### config.mk
export PLATFORM = sky130hd
export DESIGN_NAME = servo_link_mode_controller_top
export DESIGN_NICKNAME = d
export VERILOG_FILES = /design/src/rtl/core/slmc_pkg.sv /design/src/rtl/core/slmc_regs.sv /design/src/rtl/core/slmc_engine.sv /design/src/rtl/core/servo_link_mode_controller_top.sv
export SDC_FILE = /design/constraint.sdc
export NUM_CORES = 1
export LEC_CHECK = 0
export BUFFER_PORTS_ARGS = -buffer_cell sky130_fd_sc_hd__buf_2
export CAP_MARGIN = 0
export CORE_ASPECT_RATIO = 0.9
export CORE_MARGIN = 1.5
export CORE_UTILIZATION = 35
export DETAILED_ROUTE_END_ITERATION = 10
export GPL_ROUTABILITY_DRIVEN = 0
export PLACE_DENSITY = 0.61
export SYNTH_ARGS = -nofsm -noshare
export SYNTH_HDL_FRONTEND = slang
export SYNTH_SLANG_ARGS = --single-unit
### constraint.sdc
create_clock -name clk -period 16.2 [get_ports clk]
set_input_delay 0.81 -clock clk [delete_from_list [all_inputs] [get_ports clk]]
set_output_delay 0.81 -clock clk [all_outputs]
set_load 0.02 [all_outputs]
### src/rtl/core/slmc_pkg.sv
// ----------------------------------------------------------------------------
// slmc_pkg
// Shared types and constants for the servo link mode controller
// ----------------------------------------------------------------------------
package slmc_pkg;

	localparam int unsigned OFS_W   = 9;
	localparam int unsigned STICK_W = 10;
	localparam int unsigned THR_W   = 11;
	localparam int unsigned BTN_W   = 8;
	localparam int unsigned TIME_W  = 32;
	localparam int unsigned MS_W    = 16;
	localparam int unsigned PULSE_W = 11;
	localparam int unsigned MODE_W  = 2;
	localparam int unsigned ADDR_W  = 5;
	localparam int unsigned DATA_W  = 32;

	// mode codes as seen on the result stream
	localparam logic [MODE_W-1:0] MODE_WAIT = 2'd0;
	localparam logic [MODE_W-1:0] MODE_NORM = 2'd1;
	localparam logic [MODE_W-1:0] MODE_CAL  = 2'd2;

	// register indexes (byte address / 4)
	localparam logic [2:0] REG_OFS_X_START = 3'd0;
	localparam logic [2:0] REG_OFS_Y_START = 3'd1;
	localparam logic [2:0] REG_LINK_TMO    = 3'd2;
	localparam logic [2:0] REG_ZERO_HOLD   = 3'd3;
	localparam logic [2:0] REG_REFRESH     = 3'd4;

	localparam logic [MS_W-1:0]   LINK_TMO_RST     = 16'd500;
	localparam logic [MS_W-1:0]   ZERO_HOLD_RST    = 16'd5000;
	localparam logic [MS_W-1:0]   REFRESH_RST      = 16'd100;
	localparam logic [TIME_W-1:0] LAST_PKT_RST     = 32'h0000_8000;
	localparam logic [TIME_W-1:0] REFRESH_TIME_RST = 32'h8000_0000;

	localparam int OFS_STEP  = 8;
	localparam int OFS_LIMIT = 160;
	localparam int PULSE_MIN = 1000;
	localparam int PULSE_MAX = 2000;

	typedef struct packed {
		logic signed [OFS_W-1:0] ofs_x_start;
		logic signed [OFS_W-1:0] ofs_y_start;
		logic [MS_W-1:0]         link_timeout_ms;
		logic [MS_W-1:0]         zero_hold_ms;
		logic [MS_W-1:0]         refresh_ms;
	} cfg_t;

	typedef struct packed {
		logic                      packet_valid;
		logic signed [STICK_W-1:0] stick_x;
		logic signed [STICK_W-1:0] stick_y;
		logic signed [THR_W-1:0]   throttle;
		logic [BTN_W-1:0]          buttons;
		logic [TIME_W-1:0]         now_ms;
	} item_t;

	typedef struct packed {
		logic [MODE_W-1:0]       mode;
		logic                    drive_update;
		logic [PULSE_W-1:0]      servo_x_us;
		logic [PULSE_W-1:0]      servo_y_us;
		logic signed [THR_W-1:0] throttle_out;
		logic signed [OFS_W-1:0] offset_x;
		logic signed [OFS_W-1:0] offset_y;
		logic                    save_offsets;
	} result_t;

endpackage

### src/rtl/core/slmc_regs.sv
// ----------------------------------------------------------------------------
// slmc_regs
// Configuration register file behind the APB-style port
// ----------------------------------------------------------------------------
module slmc_regs (
	input  logic                         clk,
	input  logic                         arst_n,
	input  logic                         psel,
	input  logic                         penable,
	input  logic                         pwrite,
	input  logic [slmc_pkg::ADDR_W-1:0]  paddr,
	input  logic [slmc_pkg::DATA_W-1:0]  pwdata,
	output logic [slmc_pkg::DATA_W-1:0]  prdata,
	output logic                         pready,
	output slmc_pkg::cfg_t               cfg,
	output logic                         ofs_load
);
	import slmc_pkg::*;

	cfg_t       cfg_q;
	logic       ofs_load_q;
	logic       wr;
	logic [2:0] idx;

	assign pready = 1'b1;
	assign wr     = psel && penable && pwrite;
	assign idx    = paddr[ADDR_W-1:2];

	always_ff @(posedge clk or negedge arst_n) begin
		if (!arst_n) begin
			cfg_q.ofs_x_start     <= '0;
			cfg_q.ofs_y_start     <= '0;
			cfg_q.link_timeout_ms <= LINK_TMO_RST;
			cfg_q.zero_hold_ms    <= ZERO_HOLD_RST;
			cfg_q.refresh_ms      <= REFRESH_RST;
			ofs_load_q            <= 1'b0;
		end else begin
			ofs_load_q <= 1'b0;
			if (wr) begin
				case (idx)
					REG_OFS_X_START: begin
						cfg_q.ofs_x_start <= pwdata[OFS_W-1:0];
						ofs_load_q        <= 1'b1;
					end
					REG_OFS_Y_START: begin
						cfg_q.ofs_y_start <= pwdata[OFS_W-1:0];
						ofs_load_q        <= 1'b1;
					end
					REG_LINK_TMO:  cfg_q.link_timeout_ms <= pwdata[MS_W-1:0];
					REG_ZERO_HOLD: cfg_q.zero_hold_ms    <= pwdata[MS_W-1:0];
					REG_REFRESH:   cfg_q.refresh_ms      <= pwdata[MS_W-1:0];
					default: ;
				endcase
			end
		end
	end

	always_comb begin
		case (idx)
			REG_OFS_X_START: prdata = {{(DATA_W-OFS_W){1'b0}}, cfg_q.ofs_x_start};
			REG_OFS_Y_START: prdata = {{(DATA_W-OFS_W){1'b0}}, cfg_q.ofs_y_start};
			REG_LINK_TMO:    prdata = {{(DATA_W-MS_W){1'b0}}, cfg_q.link_timeout_ms};
			REG_ZERO_HOLD:   prdata = {{(DATA_W-MS_W){1'b0}}, cfg_q.zero_hold_ms};
			REG_REFRESH:     prdata = {{(DATA_W-MS_W){1'b0}}, cfg_q.refresh_ms};
			default:         prdata = '0;
		endcase
	end

	assign cfg      = cfg_q;
	assign ofs_load = ofs_load_q;

endmodule

### src/rtl/core/slmc_engine.sv
// ----------------------------------------------------------------------------
// slmc_engine
// Mode state, latched commands, offsets and the per-tick step logic
// ----------------------------------------------------------------------------
module slmc_engine (
	input  logic              clk,
	input  logic              arst_n,
	input  logic              fire,
	input  slmc_pkg::item_t   item,
	input  slmc_pkg::cfg_t    cfg,
	input  logic              ofs_load,
	output slmc_pkg::result_t result
);
	import slmc_pkg::*;

	typedef enum logic [2:0] {
		ST_WAIT = 3'b001,
		ST_NORM = 3'b010,
		ST_CAL  = 3'b100
	} mode_state_t;

	localparam logic signed [OFS_W:0]   OFS_LIM_S  = (OFS_W+1)'(OFS_LIMIT);
	localparam logic signed [OFS_W:0]   OFS_STEP_S = (OFS_W+1)'(OFS_STEP);
	localparam logic signed [12:0]      PMIN_S     = 13'(PULSE_MIN);
	localparam logic signed [12:0]      PMAX_S     = 13'(PULSE_MAX);

	function automatic logic signed [OFS_W-1:0] trim(input logic signed [OFS_W-1:0] ofs,
			input logic up);
		logic signed [OFS_W:0] v;
		v = up ? ($signed({ofs[OFS_W-1], ofs}) + OFS_STEP_S)
		       : ($signed({ofs[OFS_W-1], ofs}) - OFS_STEP_S);
		if (v > OFS_LIM_S)
			v = OFS_LIM_S;
		else if (v < -OFS_LIM_S)
			v = -OFS_LIM_S;
		return v[OFS_W-1:0];
	endfunction

	// (v+512)*1000/1023 + 1000 + ofs, clamped; /1023 by shift plus one correction
	function automatic logic [PULSE_W-1:0] pulse(input logic signed [STICK_W-1:0] v,
			input logic signed [OFS_W-1:0] ofs);
		logic [STICK_W-1:0]  n;
		logic [19:0]         p;
		logic [9:0]          q0;
		logic [10:0]         r;
		logic [10:0]         q;
		logic signed [12:0]  s;
		n  = {~v[STICK_W-1], v[STICK_W-2:0]};
		p  = 20'(n) * 20'd1000;
		q0 = p[19:10];
		r  = {1'b0, p[9:0]} + {1'b0, q0};
		q  = {1'b0, q0} + ((r >= 11'd1023) ? 11'd1 : 11'd0);
		s  = $signed({2'b00, q}) + PMIN_S + 13'($signed(ofs));
		if (s >= PMAX_S)
			s = PMAX_S;
		else if (s <= PMIN_S)
			s = PMIN_S;
		return s[PULSE_W-1:0];
	endfunction

	mode_state_t               mode_q, mode_n;
	logic signed [STICK_W-1:0] lx_q, ly_q, lx_n, ly_n;
	logic signed [THR_W-1:0]   lt_q, lt_n;
	logic [BTN_W-1:0]          lb_q, lb_n;
	logic [TIME_W-1:0]         last_pkt_q, last_pkt_n;
	logic [TIME_W-1:0]         refresh_t_q, refresh_t_n;
	logic                      zero_seen_q, zero_seen_n;
	logic [TIME_W-1:0]         zero_t_q, zero_t_n;
	logic [BTN_W-1:0]          hist0_q, hist1_q, hist0_n, hist1_n;
	logic signed [OFS_W-1:0]   ofs_x_q, ofs_y_q, ofs_x_n, ofs_y_n;
	logic signed [OFS_W-1:0]   sav_x_q, sav_y_q, sav_x_n, sav_y_n;
	logic signed [OFS_W-1:0]   ld_x, ld_y;
	logic                      pkt, drive, save, do_btn, do_refresh;
	logic                      link_lost, refresh_due, hold_done;
	logic [BTN_W-1:0]          pressed;
	logic [MODE_W-1:0]         mode_code;

	// start offsets fall back to zero when either lies outside the trim range
	always_comb begin
		ld_x = cfg.ofs_x_start;
		ld_y = cfg.ofs_y_start;
		if ($signed({cfg.ofs_x_start[OFS_W-1], cfg.ofs_x_start}) > OFS_LIM_S ||
		    $signed({cfg.ofs_x_start[OFS_W-1], cfg.ofs_x_start}) < -OFS_LIM_S ||
		    $signed({cfg.ofs_y_start[OFS_W-1], cfg.ofs_y_start}) > OFS_LIM_S ||
		    $signed({cfg.ofs_y_start[OFS_W-1], cfg.ofs_y_start}) < -OFS_LIM_S) begin
			ld_x = '0;
			ld_y = '0;
		end
	end

	always_comb begin
		pkt         = item.packet_valid;
		lx_n        = pkt ? item.stick_x  : lx_q;
		ly_n        = pkt ? item.stick_y  : ly_q;
		lt_n        = pkt ? item.throttle : lt_q;
		lb_n        = pkt ? item.buttons  : lb_q;
		last_pkt_n  = pkt ? item.now_ms   : last_pkt_q;
		link_lost   = (item.now_ms - last_pkt_n) > {16'b0, cfg.link_timeout_ms};
		refresh_due = (item.now_ms - refresh_t_q) > {16'b0, cfg.refresh_ms};
		hold_done   = (item.now_ms - zero_t_q) > {16'b0, cfg.zero_hold_ms};

		mode_n      = mode_q;
		refresh_t_n = refresh_t_q;
		zero_seen_n = zero_seen_q;
		zero_t_n    = zero_t_q;
		hist0_n     = hist0_q;
		hist1_n     = hist1_q;
		ofs_x_n     = ofs_x_q;
		ofs_y_n     = ofs_y_q;
		sav_x_n     = sav_x_q;
		sav_y_n     = sav_y_q;
		drive       = 1'b0;
		save        = 1'b0;
		do_btn      = 1'b0;
		do_refresh  = 1'b0;

		case (mode_q)
			ST_NORM: begin
				if (!pkt) begin
					if (link_lost) begin
						do_refresh = 1'b1;
						mode_n     = ST_WAIT;
					end
				end else begin
					drive = 1'b1;
					if (lt_n == '0) begin
						if (!zero_seen_q) begin
							zero_seen_n = 1'b1;
							zero_t_n    = item.now_ms;
						end else if (hold_done) begin
							zero_seen_n = 1'b0;
							mode_n      = ST_CAL;
							do_btn      = 1'b1;
						end
					end else begin
						zero_seen_n = 1'b0;
					end
				end
			end
			ST_CAL: begin
				if (pkt) begin
					drive = 1'b1;
					if (lt_n != '0) begin
						// leaving calibration: flag a save if the trim moved
						if (ofs_x_q != sav_x_q || ofs_y_q != sav_y_q) begin
							save    = 1'b1;
							sav_x_n = ofs_x_q;
							sav_y_n = ofs_y_q;
						end
						zero_seen_n = 1'b0;
						mode_n      = ST_NORM;
					end else begin
						do_btn = 1'b1;
					end
				end else if (link_lost) begin
					do_refresh = 1'b1;
					mode_n     = ST_WAIT;
				end
			end
			default: begin
				mode_n = ST_WAIT;
				if (pkt && lt_n == '0) begin
					mode_n = ST_CAL;
					drive  = 1'b1;
					do_btn = 1'b1;
				end else begin
					do_refresh = 1'b1;
				end
			end
		endcase

		// rising edge over three calibration samples, first bit wins
		pressed = lb_n & ~hist0_q & ~hist1_q;
		if (do_btn) begin
			hist1_n = hist0_q;
			hist0_n = lb_n;
			if (pressed[0])
				ofs_y_n = trim(ofs_y_q, 1'b1);
			else if (pressed[1])
				ofs_y_n = trim(ofs_y_q, 1'b0);
			else if (pressed[2])
				ofs_x_n = trim(ofs_x_q, 1'b0);
			else if (pressed[3])
				ofs_x_n = trim(ofs_x_q, 1'b1);
		end

		if (do_refresh && refresh_due) begin
			drive       = 1'b1;
			refresh_t_n = item.now_ms;
			lx_n        = '0;
			ly_n        = '0;
			lt_n        = '0;
			lb_n        = '0;
		end
	end

	always_ff @(posedge clk or negedge arst_n) begin
		if (!arst_n) begin
			mode_q      <= ST_WAIT;
			lx_q        <= '0;
			ly_q        <= '0;
			lt_q        <= '0;
			lb_q        <= '0;
			last_pkt_q  <= LAST_PKT_RST;
			refresh_t_q <= REFRESH_TIME_RST;
			zero_seen_q <= 1'b0;
			zero_t_q    <= '0;
			hist0_q     <= '0;
			hist1_q     <= '0;
			ofs_x_q     <= '0;
			ofs_y_q     <= '0;
			sav_x_q     <= '0;
			sav_y_q     <= '0;
		end else if (fire) begin
			mode_q      <= mode_n;
			lx_q        <= lx_n;
			ly_q        <= ly_n;
			lt_q        <= lt_n;
			lb_q        <= lb_n;
			last_pkt_q  <= last_pkt_n;
			refresh_t_q <= refresh_t_n;
			zero_seen_q <= zero_seen_n;
			zero_t_q    <= zero_t_n;
			hist0_q     <= hist0_n;
			hist1_q     <= hist1_n;
			ofs_x_q     <= ofs_x_n;
			ofs_y_q     <= ofs_y_n;
			sav_x_q     <= sav_x_n;
			sav_y_q     <= sav_y_n;
		end else if (ofs_load) begin
			ofs_x_q <= ld_x;
			ofs_y_q <= ld_y;
			sav_x_q <= ld_x;
			sav_y_q <= ld_y;
		end
	end

	always_comb begin
		case (mode_n)
			ST_NORM: mode_code = MODE_NORM;
			ST_CAL:  mode_code = MODE_CAL;
			default: mode_code = MODE_WAIT;
		endcase
	end

	always_comb begin
		result.mode         = mode_code;
		result.drive_update = drive;
		result.servo_x_us   = drive ? pulse(lx_n, ofs_x_n) : '0;
		result.servo_y_us   = drive ? pulse(ly_n, ofs_y_n) : '0;
		result.throttle_out = drive ? lt_n : '0;
		result.offset_x     = ofs_x_n;
		result.offset_y     = ofs_y_n;
		result.save_offsets = save;
	end

endmodule

### src/rtl/core/servo_link_mode_controller_top.sv
// Path: an accepted tick is held in the input register, runs through the step logic and
// is held in the result register; a held result stalls the input once both are full.
// Throughput: one tick per cycle while m_axis takes results; the mode and offset state
// closes through the step logic between the input register and the result register.
// Reset: arst_n clears all state but the tick and result data at once: waiting mode, zero
// offsets, default timeouts (500, 5000, 100 ms); no clearing pass.
// ----------------------------------------------------------------------------
// servo_link_mode_controller_top
// Servo link mode controller: tick stream in, drive result stream out
// ----------------------------------------------------------------------------
module servo_link_mode_controller_top (
	input  logic                        clk,
	input  logic                        arst_n,
	input  logic                        s_axis_tvalid,
	output logic                        s_axis_tready,
	// stick_x[9:0], stick_y[19:10], throttle[30:20], buttons[38:31], now_ms[70:39]
	input  logic [71:0]                 s_axis_tdata,
	// packet_valid[0]
	input  logic                        s_axis_tuser,
	output logic                        m_axis_tvalid,
	input  logic                        m_axis_tready,
	// servo_x_us[10:0], servo_y_us[21:11], throttle_out[32:22], offset_x[41:33],
	// offset_y[50:42], save_offsets[51]
	output logic [55:0]                 m_axis_tdata,
	// mode[1:0], drive_update[2]
	output logic [2:0]                  m_axis_tuser,
	input  logic                        psel,
	input  logic                        penable,
	input  logic                        pwrite,
	input  logic [slmc_pkg::ADDR_W-1:0] paddr,
	input  logic [slmc_pkg::DATA_W-1:0] pwdata,
	output logic [slmc_pkg::DATA_W-1:0] prdata,
	output logic                        pready
);
	import slmc_pkg::*;

	item_t   item_s1;
	logic    valid_s1;
	result_t res;
	result_t res_q;
	logic    out_valid_q;
	logic    adv;
	logic    fire;
	cfg_t    cfg;
	logic    ofs_load;

	assign adv           = !out_valid_q || m_axis_tready;
	assign fire          = valid_s1 && adv;
	assign s_axis_tready = !valid_s1 || adv;

	always_ff @(posedge clk or negedge arst_n) begin
		if (!arst_n) begin
			valid_s1    <= 1'b0;
			out_valid_q <= 1'b0;
		end else begin
			if (s_axis_tvalid && s_axis_tready)
				valid_s1 <= 1'b1;
			else if (adv)
				valid_s1 <= 1'b0;
			if (adv)
				out_valid_q <= valid_s1;
		end
	end

	always_ff @(posedge clk) begin
		if (s_axis_tvalid && s_axis_tready) begin
			item_s1.packet_valid <= s_axis_tuser;
			item_s1.stick_x      <= s_axis_tdata[9:0];
			item_s1.stick_y      <= s_axis_tdata[19:10];
			item_s1.throttle     <= s_axis_tdata[30:20];
			item_s1.buttons      <= s_axis_tdata[38:31];
			item_s1.now_ms       <= s_axis_tdata[70:39];
		end
		if (fire)
			res_q <= res;
	end

	slmc_regs u_regs (
		.clk      (clk),
		.arst_n   (arst_n),
		.psel     (psel),
		.penable  (penable),
		.pwrite   (pwrite),
		.paddr    (paddr),
		.pwdata   (pwdata),
		.prdata   (prdata),
		.pready   (pready),
		.cfg      (cfg),
		.ofs_load (ofs_load)
	);

	slmc_engine u_engine (
		.clk      (clk),
		.arst_n   (arst_n),
		.fire     (fire),
		.item     (item_s1),
		.cfg      (cfg),
		.ofs_load (ofs_load),
		.result   (res)
	);

	assign m_axis_tvalid = out_valid_q;
	assign m_axis_tuser  = {res_q.drive_update, res_q.mode};
	assign m_axis_tdata  = {4'b0, res_q.save_offsets, res_q.offset_y, res_q.offset_x,
		res_q.throttle_out, res_q.servo_y_us, res_q.servo_x_us};

endmodule

Word-level counts from Yosys, hierarchy flattened
Index checks and enable logic that the tools add are counted.

word-level totals
  bits in registers = 379
  bits in latches = 0
  bits in writable memories = 0
  bits in read-only memories = 0
  output and inout bits = 94
  logic and storage cells = 226
  memories = 0

operators by class
  add/subtract/negate cells = 15
  multiply operators = 2
  div/mod/pow operators = 0
  $lt $le $gt $ge = 21
  eq/ne operators = 17
  shift operators = 0
  multiplexer cells = 85
  bitwise operators = 8
  reductions and logical operators = 37

operators by type and width
  kind                      number
  $mux W9                   32
  $gt A32 B16 Y1            3
  $sub A32 B32 Y32          3
  $pmux W16 S5              1
  $mux W11                  6
  $gt A10 B9 Y1 const B     4
  $lt A10 B9 Y1 const B     4
  $mux W10                  4
  $mul A10 B7 Y17 const B   2
  $mux W32                  1
  $mux W1                   27
  $add A13 B9 Y13           2
  $ge A13 B12 Y1 const B    2
  $le A13 B11 Y1 const B    2
  $add A11 B10 Y12 const B  2
  $mux W3                   8
  $add A10 B10 Y11          2
  $add A10 B11 Y11          2
  $ge A11 B10 Y1 const B    2
  $add A9 B5 Y10 const B    2
  $sub A9 B5 Y10 const B    2
  $gt A9 B9 Y1 const B      2
  $lt A9 B9 Y1 const B      2
  $ne A9 B9 Y1              2
  24 further kinds          66

Depth between registers and ports, before layout
Gate-level depths: netlist (run 1).

  depth in word-level cells = 19
  mapped depth = 74
  depth with buffers taken out = 70

Hierarchy
From an unflattened synthesis (run 1), not the netlist that was laid out.

unflattened totals
  cell total of the unflattened synthesis = 3,114
  area, all modules = 29,348.1 um2

modules (own cells, without submodules)
  module                          times used  cells each  area an instance (um2)  sequential area each (um2)
  slmc_engine                     1           2,738       22,127.5                4,483.0
  servo_link_mode_controller_top  1           140         3,951.3                 3,863.7
  slmc_regs                       1           236         3,269.4                 1,694.1

Worst setup path after synthesis (run 1)
No wires, ideal clock.

  kind = register to register
  start = reg item_s1[71] in the netlist's numbering
  end = reg res_q, in the netlist m_axis_tdata[1] (data pin)
  arrival time = 14.410 ns
  required time = 15.944 ns
  setup slack = 1.534 ns
  cell stages (with the launch flop) = 66
  path buffers = 6
  period minus slack after synthesis = 14.666 ns
  cell sequence = edfxtp_1 -> clkbuf_1 -> buf_1 -> buf_1 -> clkbuf_1 -> mux2i_1 -> ha_1 -> o2111ai_1 -> a311oi_1 -> nor2_1 -> o21ai_0 -> a21o_1 -> a21oi_1 -> xnor2_1 -> ha_1 -> a21o_1 -> a211oi_1 -> nand3_1 -> [... 30 more ...] -> ha_1 -> and2_1 -> clkbuf_1 -> nand2_1 -> xnor2_1 -> ha_1 -> nor4_1 -> a41oi_1 -> or4_1 -> o21ai_1 -> xor2_1 -> ha_1 -> a21boi_0 -> mux2_2 -> nand2_1 -> a21boi_0 -> nor2b_1 -> and4_1

on the way
  elaborated cells on any way between the ends = 43
  those cells by class = 5 x add/sub; 1 x mul; 4 x order compare; 24 x mux; 4 x bitwise; 5 x reduce/logical

RTL lines
  item                                              RTL line                                source
  start, declared                                   servo_link_mode_controller_top.sv:37    item_t item_s1;
  $mux W32                                          slmc_engine.sv:97                       last_pkt_n = pkt ? item.now_ms : last_pkt_q;
  $sub A32 B32 Y32                                  slmc_engine.sv:98                       link_lost = (item.now_ms - last_pkt_n) > {16'b0, cfg.link_timeout_ms};
  $gt A32 B16 Y1                                    slmc_engine.sv:98
  $mux W1                                           slmc_engine.sv:120, slmc_engine.sv:155
  $mux W1                                           slmc_engine.sv:141                      if (pkt) begin
  $mux W1                                           -
  $logic_and A1 B1 Y1                               slmc_engine.sv:187                      if (do_refresh && refresh_due) begin
  $mux W10 (*)                                      slmc_engine.sv:187
  net u_engine.lx_n[0]                              slmc_engine.sv:62                       logic signed [STICK_W-1:0] lx_q, ly_q, lx_n, ly_n;
  [... 1 more ...]                                  -
  $add A10 B10 Y11                                  slmc_engine.sv:51                       r = {1'b0, p[9:0]} + {1'b0, q0};
  $ge A11 B10 Y1                                    slmc_engine.sv:52                       q = {1'b0, q0} + ((r >= 11'd1023) ? 11'd1 : 11'd0);
  $mux W1                                           slmc_engine.sv:52
  $add A10 B11 Y11 (*)                              slmc_engine.sv:52
  $add A11 B10 Y12 (*)                              slmc_engine.sv:53                       s = $signed({2'b00, q}) + PMIN_S + 13'($signed(ofs));
  $add A13 B9 Y13 (*)                               slmc_engine.sv:53
  $le A13 B11 Y1 or $ge A13 B12 Y1 (tied branches)  slmc_engine.sv:56, slmc_engine.sv:54
  $reduce_or A3 Y1 (no source line)                 -
  end signal, assigned                              servo_link_mode_controller_top.sv:75    res_q <= res;
  end, declared                                     servo_link_mode_controller_top.sv:40    result_t res_q;

The timed path passes the listed nets; every way through them passes the cells marked *.
A chain may end at the register's enable or synchronous reset.

Worst setup path after layout (run 1)
  start = reg item_s1[0] in the netlist's numbering
  end = reg res_q, in the netlist m_axis_tdata[4] (data pin)

on the way
  elaborated cells on any way between the ends = 31
  those cells by class = 7 x add/sub; 1 x mul; 6 x order compare; 15 x mux; 1 x bitwise; 1 x reduce/logical

RTL lines
  item                     RTL line                                source
  $mux W32                 slmc_engine.sv:97
  $sub A32 B32 Y32         slmc_engine.sv:98
  $gt A32 B16 Y1           slmc_engine.sv:98
  $mux W1                  slmc_engine.sv:120, slmc_engine.sv:155
  $mux W1                  slmc_engine.sv:141
  $mux W1                  -
  $logic_and A1 B1 Y1 (*)  slmc_engine.sv:187
  $mux W10 (*)             slmc_engine.sv:187
  net u_engine.lx_n[0]     slmc_engine.sv:62
  [... 2 more ...]         -
  $ge A11 B10 Y1           slmc_engine.sv:52
  $mux W1                  slmc_engine.sv:52
  $add A10 B11 Y11 (*)     slmc_engine.sv:52
  $add A11 B10 Y12 (*)     slmc_engine.sv:53
  $add A13 B9 Y13 (*)      slmc_engine.sv:53
  $le A13 B11 Y1           slmc_engine.sv:56                       else if (s <= PMIN_S)
  $mux W11                 slmc_engine.sv:56
  $mux W11 (*)             slmc_engine.sv:54                       if (s >= PMAX_S)

Marks and branches as above.

==> flow_metrics.py, run 1 <==
metrics = {
    "run_status": {
        "status": "finished clean",
    },
    "global_route": {
        "grt_pass1_wl_mm": 121,
        "grt_antenna_before_repair": 3,
        "grt_max_degree": 114,
        "grtUsageTotal": 0.180,
        "grt.overflow.total": 0,
        "grt_pass1_vias": 21400,
    },
    "pwr": {
        "pwr-share-clk": 0.322,
        "peakVddDrop_mv": 0.0722,
        "seq_power_share": 0.354,
        "power.density_nw_per_um2": 107,
        "power_switching_w": 0.00120,
        "p_int_w": 0.00226,
        "leakagePower_nw": 15.0,
        "combinationalPowerShare": 0.324,
        "sw_frac_of_total": 0.348,
    },
    "logic_synthesis": {
        "synth_ff_type": "dfrtp_1",
        "synth_compound_area_frac": 0.186,
        "synth_top_family_by_area": "compound AO/OA/AOI/OAI gates",
        "synth-xor-area-share": 0.0511,
        "synth_cell_types": 96,
        "avgSynthCellArea_um2": 9.36,
        "synthMuxAreaShare": 0.0652,
        "synth-adder-area-share": 0.162,
        "synth-edff-count": 123,
        "synth_cells": 3076,
        "async_flop_share": 0.668,
        "seq_area_frac_synth": 0.345,
        "ys_ff_latch": 371,
        "netlist_area_um2": 28800,
        "synthSimpleGateAreaFrac": 0.130,
        "ys_warn_count": 0,
    },
    "layout": {
        "fillCellCount": 8077,
        "fin_area_um2": 32300,
        "syn_to_final_growth_pct": 12.1,
        "diodes": 0,
        "seqCellArea_um2": 9920,
        "layout-drive-gt1-share": 0.133,
        "fin_nets": 3646,
        "final_core_util": 0.397,
        "multi_input_area_um2": 17300,
    },
    "sta": {
        "period_share": 0.930,
        "worstMarginPinSlew_ns": 1.15,
        "min_period_ns": 15.06,
        "fmax_mhz": 66.4,
        "setup_violations": 0,
        "slew_headroom": 0.233,
        "hold_viol": 0,
        "fin_ws_ns": 1.14,
        "slew_viol_final": 0,
        "fin_skew_ns": 0.0240,
        "finalSetupTns_ns": 0,
    },
    "die": {
        "chipHeight_um": 275,
        "rows": 99,
        "die-area_um2": 84000,
        "die_w_um": 305,
        "start_util": 0.354,
        "io_pins": 211,
        "core_area_um2": 81300,
    },
    "flow_run": {
        "max_cap_viol_count": 0,
    },
    "clocking": {
        "cts_buffers": 46,
        "clock_latency_ns": 0.60,
        "clk_transition_reported_paths_ns": 0.06,
        "cts-root-buf": "clkbuf_16",
        "cts_buffer_depth": 3,
        "htreeDepth": 2,
        "post-cts-setup-buffers": 0,
        "cts.sinks": 371,
        "cts_tree": "yes",
    },
    "critical_path": {
        "crit_path_start_kind": "flop",
        "crit_path_start": "item_s1[0]$_DFFE_PP_",
        "worstPathRequired_ns": 16.56,
        "critPathSlowestCell": "or4_1",
        "crit_top_cell": "ha_1",
        "rr_startpoint": "item_s1[0]$_DFFE_PP_",
        "crit_path_max_fanout": 13,
        "cpPeakStageDelay_ns": 0.59,
        "cp_data_arrival_time_ns": 15.42,
        "reg2reg_depth": 67,
        "endpoint_kind": "flop",
        "r2r_setup_slack_ns": 1.14,
        "path_class": "flop to flop",
        "cp-endpoint": "m_axis_tdata[4]$_SDFFCE_PP0P_",
        "reg2reg_to": "m_axis_tdata[4]$_SDFFCE_PP0P_",
    },
    "route": {
        "wl_per_cell_um": 17.8,
        "drtIter0Drc": 1708,
        "top_layer": "met5",
        "wl_mm": 76.3,
        "firstDrtPassIters": 6,
        "vias_per_cell": 5.29,
        "met1_length_mm": 38.1,
        "met2_length_mm": 33.2,
        "postRouteAntennaNets": 0,
        "drc": 0,
        "vias": 22700,
        "route.met3.wl_mm": 3.59,
    },
    "worst_hold_path": {
        "holdCritPathClass": "primary input to asynchronous set/reset pin",
    },
    "place": {
        "dp_slack_ns": 0.679,
        "io_buffers": 166,
        "place_hpwl_mm": 58.0,
        "dpl_cell_area_um2": 30600,
    },
}
==> worst min-delay path by stage <==
stage	cells after the start	from	slack [ns]	end
finish	1	arst_n	0.24	u_engine.lx_q[7]$_DFFE_PN0P_
CTS	1	arst_n	0.29	u_engine.lx_q[7]$_DFFE_PN0P_
global placement	2	u_engine.ly_q[7]$_DFFE_PN0P_	0.46	u_engine.ly_q[7]$_DFFE_PN0P_
global route	1	arst_n	0.32	u_engine.lx_q[7]$_DFFE_PN0P_
detailed placement	2	u_engine.lx_q[0]$_DFFE_PN0P_	0.47	u_engine.lx_q[0]$_DFFE_PN0P_
floorplan	2	u_engine.lx_q[2]$_DFFE_PN0P_	0.45	u_engine.lx_q[2]$_DFFE_PN0P_
==> critical path: cells and delay by family (launching register included) <==
kind | cells | cell delay (ns)
and+or+nand+nor | 20 | 4.43
AOI/OAI and AO/OA | 24 | 4.38
adders and majority gates | 13 | 4.37
xor gates and xnor gates | 5 | 0.82
DFF | 1 | 0.41
buffers and inverters | 5 | 0.39
==> repair_timing <==
| action | CTS | global route |
|---|---|---|
| hold buffers | 0 | 0 |
| resized for setup | 0 | 14 |
| setup endpoints to repair | 0 | 21 |
==> Yosys cell counts (29+ instances only) <==
cell type | number | share of area
nand2_1 | 322 | 0.042
nand3_1 | 50 | 0.0087
mux2i_1 | 57 | 0.020
nor3_1 | 39 | 0.0068
edfxtp_1 | 123 | 0.13
ha_1 | 273 | 0.12
a21oi_1 | 180 | 0.031
nor2_1 | 110 | 0.014
fa_1 | 63 | 0.044
a22oi_1 | 29 | 0.0076
dfrtp_1 | 231 | 0.20
xnor2_1 | 103 | 0.031
mux2_2 | 106 | 0.041
a21o_1 | 75 | 0.020
o21ai_0 | 256 | 0.045
xor2_1 | 63 | 0.019
clkbuf_1 | 91 | 0.012
inv_1 | 287 | 0.037
nand4_1 | 43 | 0.0093
a31oi_1 | 35 | 0.0076
nor2b_1 | 34 | 0.0074
==> metal layers <==
layer | track usage | up-vias
li1 | - | 11200
met1 | 0.264 | 10800
met2 | 0.280 | 532
met3 | 0.0226 | 87
met4 | 0.0426 | 4
met5 | 0 | -
==> layout by cell type (no fill, tap or decap), types with 54 or more instances in the layout <==
cell	count
a21o_1	75
o21ai_0	255
mux2_2	106
nor2_1	107
dfrtp_1	231
xor2_1	63
xnor2_1	103
ha_1	273
a21oi_1	179
clkbuf_16	54
buf_2	165
edfxtp_1	123
nand2_1	321
inv_1	286
mux2i_1	57
fa_1	63
==> cell families (layout without fill, tap and decap cells) <==
kind of cell | after synthesis | in the layout
simple gates | 763 | 763
flops | 371 | 371
other cells | 2 | 21
compound gates | 834 | 834
buf+inv | 430 | 566
fa+ha+maj | 336 | 336
xor+xnor | 167 | 167
mux | 173 | 173
==> power by group through the flow <==
stage / clock [W] / combinational (W) / sequential [W]
after floorplan: 0 / 0.000806 / 0.00122
after global placement: 0 / 0.00109 / 0.00124
after detailed placement: 0 / 0.00110 / 0.00124
after CTS: 0.00114 / 0.00111 / 0.00122
after global routing: 0.00118 / 0.00125 / 0.00124
final: 0.00111 / 0.00112 / 0.00122
==> state kept, by name (all words and copies together), names as in the netlist, 3 cells and up <==
| signal | count |
|---|---|
| item_s1 | 68 |
| m_axis_tdata | 52 |
| m_axis_tuser | 3 |
| u_engine.hist0_q | 4 |
| u_engine.hist1_q | 4 |
| u_engine.last_pkt_q | 32 |
| u_engine.lb_q | 4 |
| u_engine.lt_q | 11 |
| u_engine.lx_q | 10 |
| u_engine.ly_q | 10 |
| u_engine.mode_q | 3 |
| u_engine.ofs_x_q | 9 |
| u_engine.ofs_y_q | 9 |
| u_engine.refresh_t_q | 32 |
| u_engine.sav_x_q | 9 |
| u_engine.sav_y_q | 9 |
| u_engine.zero_t_q | 32 |
| u_regs.cfg | 66 |
==> metrics by stage <==
step                      cells  total power, W  hold WS [ns]
after CTS                  4291         0.00347         0.293
after floorplan            3095         0.00203         0.446
after detailed placement   4205         0.00234         0.469
after global routing       4291         0.00367         0.315
final                      4291         0.00346         0.242
after global placement     4205         0.00233         0.461
==> area by class of cell <==
type	instances	area share
clock buffer	74	0.0461
clock inverter	12	0.00500
inverter	287	0.0335
multi-input combinational	2294	0.535
sequential	371	0.307
tap	1060	0.0411
timing repair buffer	193	0.0325
Power figures use the tool's default switching activity.
==> run 2, diff against run 1 <==
--- a/config.mk
+++ b/config.mk
@@ -17,2 +17,3 @@
 export SYNTH_HDL_FRONTEND = slang
+export SYNTH_HIERARCHICAL = 1
 export SYNTH_SLANG_ARGS = --single-unit
==> constraint.sdc (replaced) <==
create_clock -name clk -period 16.2 [get_ports clk]
set_input_delay 1.62 -clock clk [delete_from_list [all_inputs] [get_ports clk]]
set_output_delay 1.62 -clock clk [all_outputs]
set_load 0.02 [all_outputs]
==> flow_metrics.py, run 2 <==
metrics = {
    "die": {
        "start_util": 0.353,
        "die-area_um2": 85300,
        "rows": 100,
        "core_area_um2": 82700,
        "io_pins": 211,
        "die_w_um": 308,
        "chipHeight_um": 277,
    },
    "worst_hold_path": {
        "min_to": "u_engine/last_pkt_q[0]$_DFFE_PN0P_",
        "holdCritPathClass": "flop to flop",
        "hold_start": "u_engine/last_pkt_q[0]$_DFFE_PN0P_",
        "holdPathStages": 2,
    },
    "global_route": {
        "grtUsageTotal": 0.178,
        "grt.overflow.total": 0,
        "grt_max_degree": 109,
        "grt_antenna_before_repair": 4,
        "grt_pass1_wl_mm": 122,
        "grt_pass1_vias": 21900,
    },
    "route": {
        "vias": 23300,
        "drtIter0Drc": 2001,
        "wl_per_cell_um": 17.7,
        "postRouteAntennaNets": 0,
        "drc": 0,
        "wl_mm": 77.6,
        "vias_per_cell": 5.30,
        "firstDrtPassIters": 6,
    },
    "clocking": {
        "clock_latency_ns": 0.62,
        "cts-root-buf": "clkbuf_16",
        "cts_buffers": 45,
        "ctsHoldBuffers": 0,
        "htreeDepth": 2,
        "cts_tree": "yes",
        "cts.sinks": 371,
        "clk_transition_reported_paths_ns": 0.06,
        "cts_buffer_depth": 3,
    },
    "pwr": {
        "p_int_w": 0.00226,
        "seq_power_share": 0.352,
        "power_switching_w": 0.00128,
        "power.density_nw_per_um2": 108,
        "peakVddDrop_mv": 0.0884,
        "sw_frac_of_total": 0.361,
        "combinationalPowerShare": 0.333,
        "pwr-share-clk": 0.315,
        "leakagePower_nw": 14.8,
    },
    "layout": {
        "fin_nets": 3675,
        "final_common_cell": "inv_1",
        "final_core_util": 0.396,
        "layout-drive-gt1-share": 0.149,
        "fin_area_um2": 32800,
        "syn_to_final_growth_pct": 12.1,
        "mostFrequentLayoutCells": "287 x inv_1, 269 x ha_1, 248 x nand2_1, 231 x dfrtp_1, 212 x a21oi_1",
        "largest_reg_flops": 68,
        "regMostFlops": "item_s1",
    },
    "critical_path": {
        "cpPeakStageDelay_ns": 0.56,
        "critPathSlowestCell": "fa_1",
        "worstPathRequired_ns": 16.52,
        "endpoint_kind": "flop",
        "path_class": "flop to flop",
        "r2r_setup_slack_ns": 0.95,
        "crit_path_start_kind": "flop",
        "reg2reg_depth": 62,
        "rr_startpoint": "item_s1[0]$_DFFE_PP_",
        "crit_path_max_fanout": 8,
        "reg2reg_to": "m_axis_tdata[14]$_DFFE_PP_",
        "cp_data_arrival_time_ns": 15.56,
    },
    "sta": {
        "fmax_mhz": 65.6,
        "worstMarginPinSlew_ns": 1.02,
        "fin_skew_ns": 0.0370,
        "min_period_ns": 15.25,
        "period_share": 0.941,
        "slew_viol_final": 0,
        "finalSetupTns_ns": 0,
        "hold_viol": 0,
        "hold_ws_ns": 0.482,
        "setup_violations": 0,
        "slew_headroom": 0.320,
    },
    "flow_run": {
        "max_cap_viol_count": 0,
    },
    "logic_synthesis": {
        "ys_warn_count": 6,
        "avgSynthCellArea_um2": 9.40,
        "synth_cells": 3110,
        "netlist_area_um2": 29200,
    },
    "place": {
        "dpl_cell_area_um2": 31000,
        "io_buffers": 166,
        "place_hpwl_mm": 59.4,
    },
    "run_status": {
        "status": "finished clean",
    },
}
run 2: layer usage:
layer	part of all wire	vias to the layer above	routed length (µm)	global-route usage
met4	0.018	0	1400	0.0379
met1	0.48	11200	37200	0.255
met2	0.46	550	35600	0.287
li1	-	11400	-	-
met5	0	-	0	0
met3	0.044	89	3390	0.0210
run 2: metrics by stage:
stage | cells | total power, W | worst slack, ns
final | 4387 | 0.00354 | 0.953
after global routing | 4386 | 0.00375 | -0.00828
after CTS | 4379 | 0.00355 | 0.287
after detailed placement | 4295 | 0.00242 | 0.417
after global placement | 4295 | 0.00240 | 0.553
after floorplan | 3128 | 0.00208 | 1.32
run 2: cell type report:
cell class / instances / area (µm²)
fill: 8321 / 49900
timing repair buffer: 190 / 1020
inverter: 290 / 1090
clock buffer: 52 / 1180
multi-input combinational: 2328 / 17700
sequential: 371 / 9920
tap: 1122 / 1400
antenna: 2 / 5.00
clock inverter: 32 / 434
run 2: what timing repair did:
item	in CTS	in global routing
setup buffers	0	6
setup endpoints to repair	0	22
gates resized for setup	0	15
run 2: critical path, delay by kind of cell, from the launching register on:
| kind | cells | cell delay (ns) |
|---|---|---|
| muxes | 1 | 0.20 |
| and+or+nand+nor | 16 | 3.40 |
| xor gates and xnor gates | 3 | 0.81 |
| buffers and inverters | 7 | 0.97 |
| DFF | 1 | 0.45 |
| adders and majority gates | 13 | 4.99 |
| AOI/OAI and AO/OA | 22 | 4.13 |
run 2: worst max-delay path by stage:
stage,start,to,slack (ns)
after floorplan,item_s1[71]$_DFFE_PP_,m_axis_tdata[6]$_DFFE_PP_,1.32
after global placement,item_s1[0]$_DFFE_PP_,m_axis_tdata[8]$_DFFE_PP_,0.55
after detailed placement,item_s1[0]$_DFFE_PP_,m_axis_tdata[14]$_DFFE_PP_,0.42
after CTS,item_s1[0]$_DFFE_PP_,m_axis_tdata[14]$_DFFE_PP_,0.29
after global routing,item_s1[0]$_DFFE_PP_,m_axis_tdata[9]$_DFFE_PP_,-0.008
final,item_s1[0]$_DFFE_PP_,m_axis_tdata[14]$_DFFE_PP_,0.95
run 2: power groups by stage:
| stage | logic [W] | registers (W) | clock network, W |
|---|---|---|---|
| floorplan | 0.000856 | 0.00123 | 0 |
| global placement | 0.00114 | 0.00126 | 0 |
| detailed placement | 0.00116 | 0.00126 | 0 |
| CTS | 0.00116 | 0.00124 | 0.00115 |
| global route | 0.00130 | 0.00126 | 0.00118 |
| finish | 0.00118 | 0.00125 | 0.00112 |
==> run 3, diff against run 2 <==
clock period = 14.9 ns   (was 16.2 ns; I/O delays follow)
==> flow_metrics.py, run 3 (synthesis results as in run 2) <==
metrics = {
    "run_status": {
        "status": "finished clean",
    },
    "critical_path": {
        "crit_top_cell": "ha_1",
        "endpoint_kind": "flop",
        "worstPathRequired_ns": 15.20,
        "crit_path_max_fanout": 20,
        "path_class": "flop to flop",
        "critPathSlowestCell": "fa_1",
        "crit_family": "adder cells",
        "critPathBufInv": 9,
        "cpPeakStageDelay_ns": 0.51,
        "cp_data_arrival_time_ns": 14.47,
        "crit_path_start_kind": "flop",
    },
    "route": {
        "postRouteAntennaNets": 0,
        "drtIter0Drc": 1571,
        "vias_per_cell": 5.31,
        "met1_length_mm": 37.1,
        "route.met3.wl_mm": 3.73,
        "wl_per_cell_um": 17.7,
        "top_layer": "met4",
        "firstDrtPassIters": 6,
        "wl_mm": 78.3,
        "vias": 23400,
        "drc": 0,
        "met2_length_mm": 35.2,
    },
    "sta": {
        "hold_ws_ns": 0.500,
        "fmax_mhz": 70.5,
        "min_period_ns": 14.18,
        "setup_violations": 0,
        "period_share": 0.951,
        "fin_ws_ns": 0.725,
        "fin_skew_ns": 0.0246,
        "worstMarginPinSlew_ns": 1.05,
        "hold_viol": 0,
        "slew_viol_final": 0,
        "slew_headroom": 0.299,
    },
    "die": {
        "start_util": 0.353,
        "core_area_um2": 82700,
        "die_w_um": 308,
        "die-area_um2": 85300,
        "chipHeight_um": 277,
        "io_pins": 211,
        "rows": 100,
    },
    "place": {
        "place_hpwl_mm": 59.9,
        "dp_slack_ns": 0.119,
        "io_buffers": 166,
    },
    "pwr": {
        "p_total_w": 0.00382,
        "leakagePower_nw": 14.9,
        "power.density_nw_per_um2": 116,
        "peakVddDrop_mv": 0.0903,
    },
    "global_route": {
        "grt_antenna_before_repair": 1,
        "grt_max_degree": 81,
        "grt_pass1_wl_mm": 123,
        "grtUsageTotal": 0.180,
        "grt.overflow.total": 0,
        "grt_pass1_vias": 22200,
    },
    "clocking": {
        "clock_latency_ns": 0.60,
        "cts-root-buf": "clkbuf_16",
        "cts_tree": "yes",
        "cts_buffer_depth": 3,
        "cts.sinks": 371,
        "htreeDepth": 2,
        "cts_buffers": 45,
        "clk_transition_reported_paths_ns": 0.06,
    },
    "layout": {
        "regMostFlops": "item_s1",
        "largest_reg_flops": 68,
        "final_common_cell": "inv_1",
        "syn_to_final_growth_pct": 13.0,
        "mostFrequentLayoutCells": "287 x inv_1, 268 x ha_1, 248 x nand2_1, 231 x dfrtp_1, 207 x a21oi_1",
        "fin_nets": 3707,
        "layout-drive-gt1-share": 0.160,
    },
    "worst_hold_path": {
        "holdCritPathClass": "flop to flop",
    },
    "flow_run": {
        "max_cap_viol_count": 0,
    },
}
run 3: timing repair:
item                                    CTS  global route
endpoints found under the setup margin    0            22
gates resized for setup                   0            44
hold buffers                              0             0
buffers inserted                          0             5
run 3: layout make-up:
cell class                      instances  area (µm²)
Tap cell                             1122        1400
Fill cell                            8180       49700
Antenna cell                            1        2.50
Clock inverter                         21         254
Clock buffer                           62        1290
Inverter                              290        1090
Multi-Input combinational cell       2328       17800
Timing Repair Buffer                  222        1280
Sequential cell                       371        9920
run 3: path summary, 6_finish.rpt:
kind | startpoint | end | slack (ns) | cells after the start
max | item_s1[0]$_DFFE_PP_ | m_axis_tdata[14]$_DFFE_PP_ | 0.72 | 65
min in group asynchronous | arst_n | valid_s1$_DFFE_PN0P_ | 0.90 | 1
max in group asynchronous | arst_n | u_engine/refresh_t_q[9]$_DFFE_PN0P_ | 11.97 | 3
max reg2reg | item_s1[0]$_DFFE_PP_ | m_axis_tdata[14]$_DFFE_PP_ | 0.72 | 65
min reg2reg | u_engine/lb_q[2]$_DFFE_PN0P_ | u_engine/lb_q[2]$_DFFE_PN0P_ | 0.50 | 1
min | u_engine/lb_q[2]$_DFFE_PN0P_ | u_engine/lb_q[2]$_DFFE_PN0P_ | 0.50 | 1
run 3: through the flow:
stage	util	TNS [ns]	std cells	instance area (µm²)
after CTS	0.397	0	4411	32800
after global placement	0.378	0	4328	31300
after global routing	0.399	-0.155	4416	33000
after detailed placement	0.378	0	4328	31300
final	0.399	0	4417	33000
after floorplan	-	0	3128	29300
run 3: routing by layer:
layer | global-route usage | up-vias
met5 | 0.00340 | -
met3 | 0.0243 | 141
met4 | 0.0520 | 0
met2 | 0.287 | 590
met1 | 0.253 | 11200
li1 | - | 11500
run 3: power by group:
| part | switching, W | total, W | internal, W |
|---|---|---|---|
| sequential | 0.000135 | 0.00135 | 0.00122 |
| combinational | 0.000780 | 0.00131 | 0.000530 |
| clock | 0.000468 | 0.00116 | 0.000694 |
run 3: worst register-to-register path: cells and delay by family (launching register included):
kind	cells	cell delay (ns)
adders and majority gates	13	4.56
buffers and inverters	9	0.96
xor gates and xnor gates	2	0.37
and+or+nand+nor	18	3.26
muxes	1	0.37
DFF	1	0.38
AOI/OAI and AO/OA	22	3.96
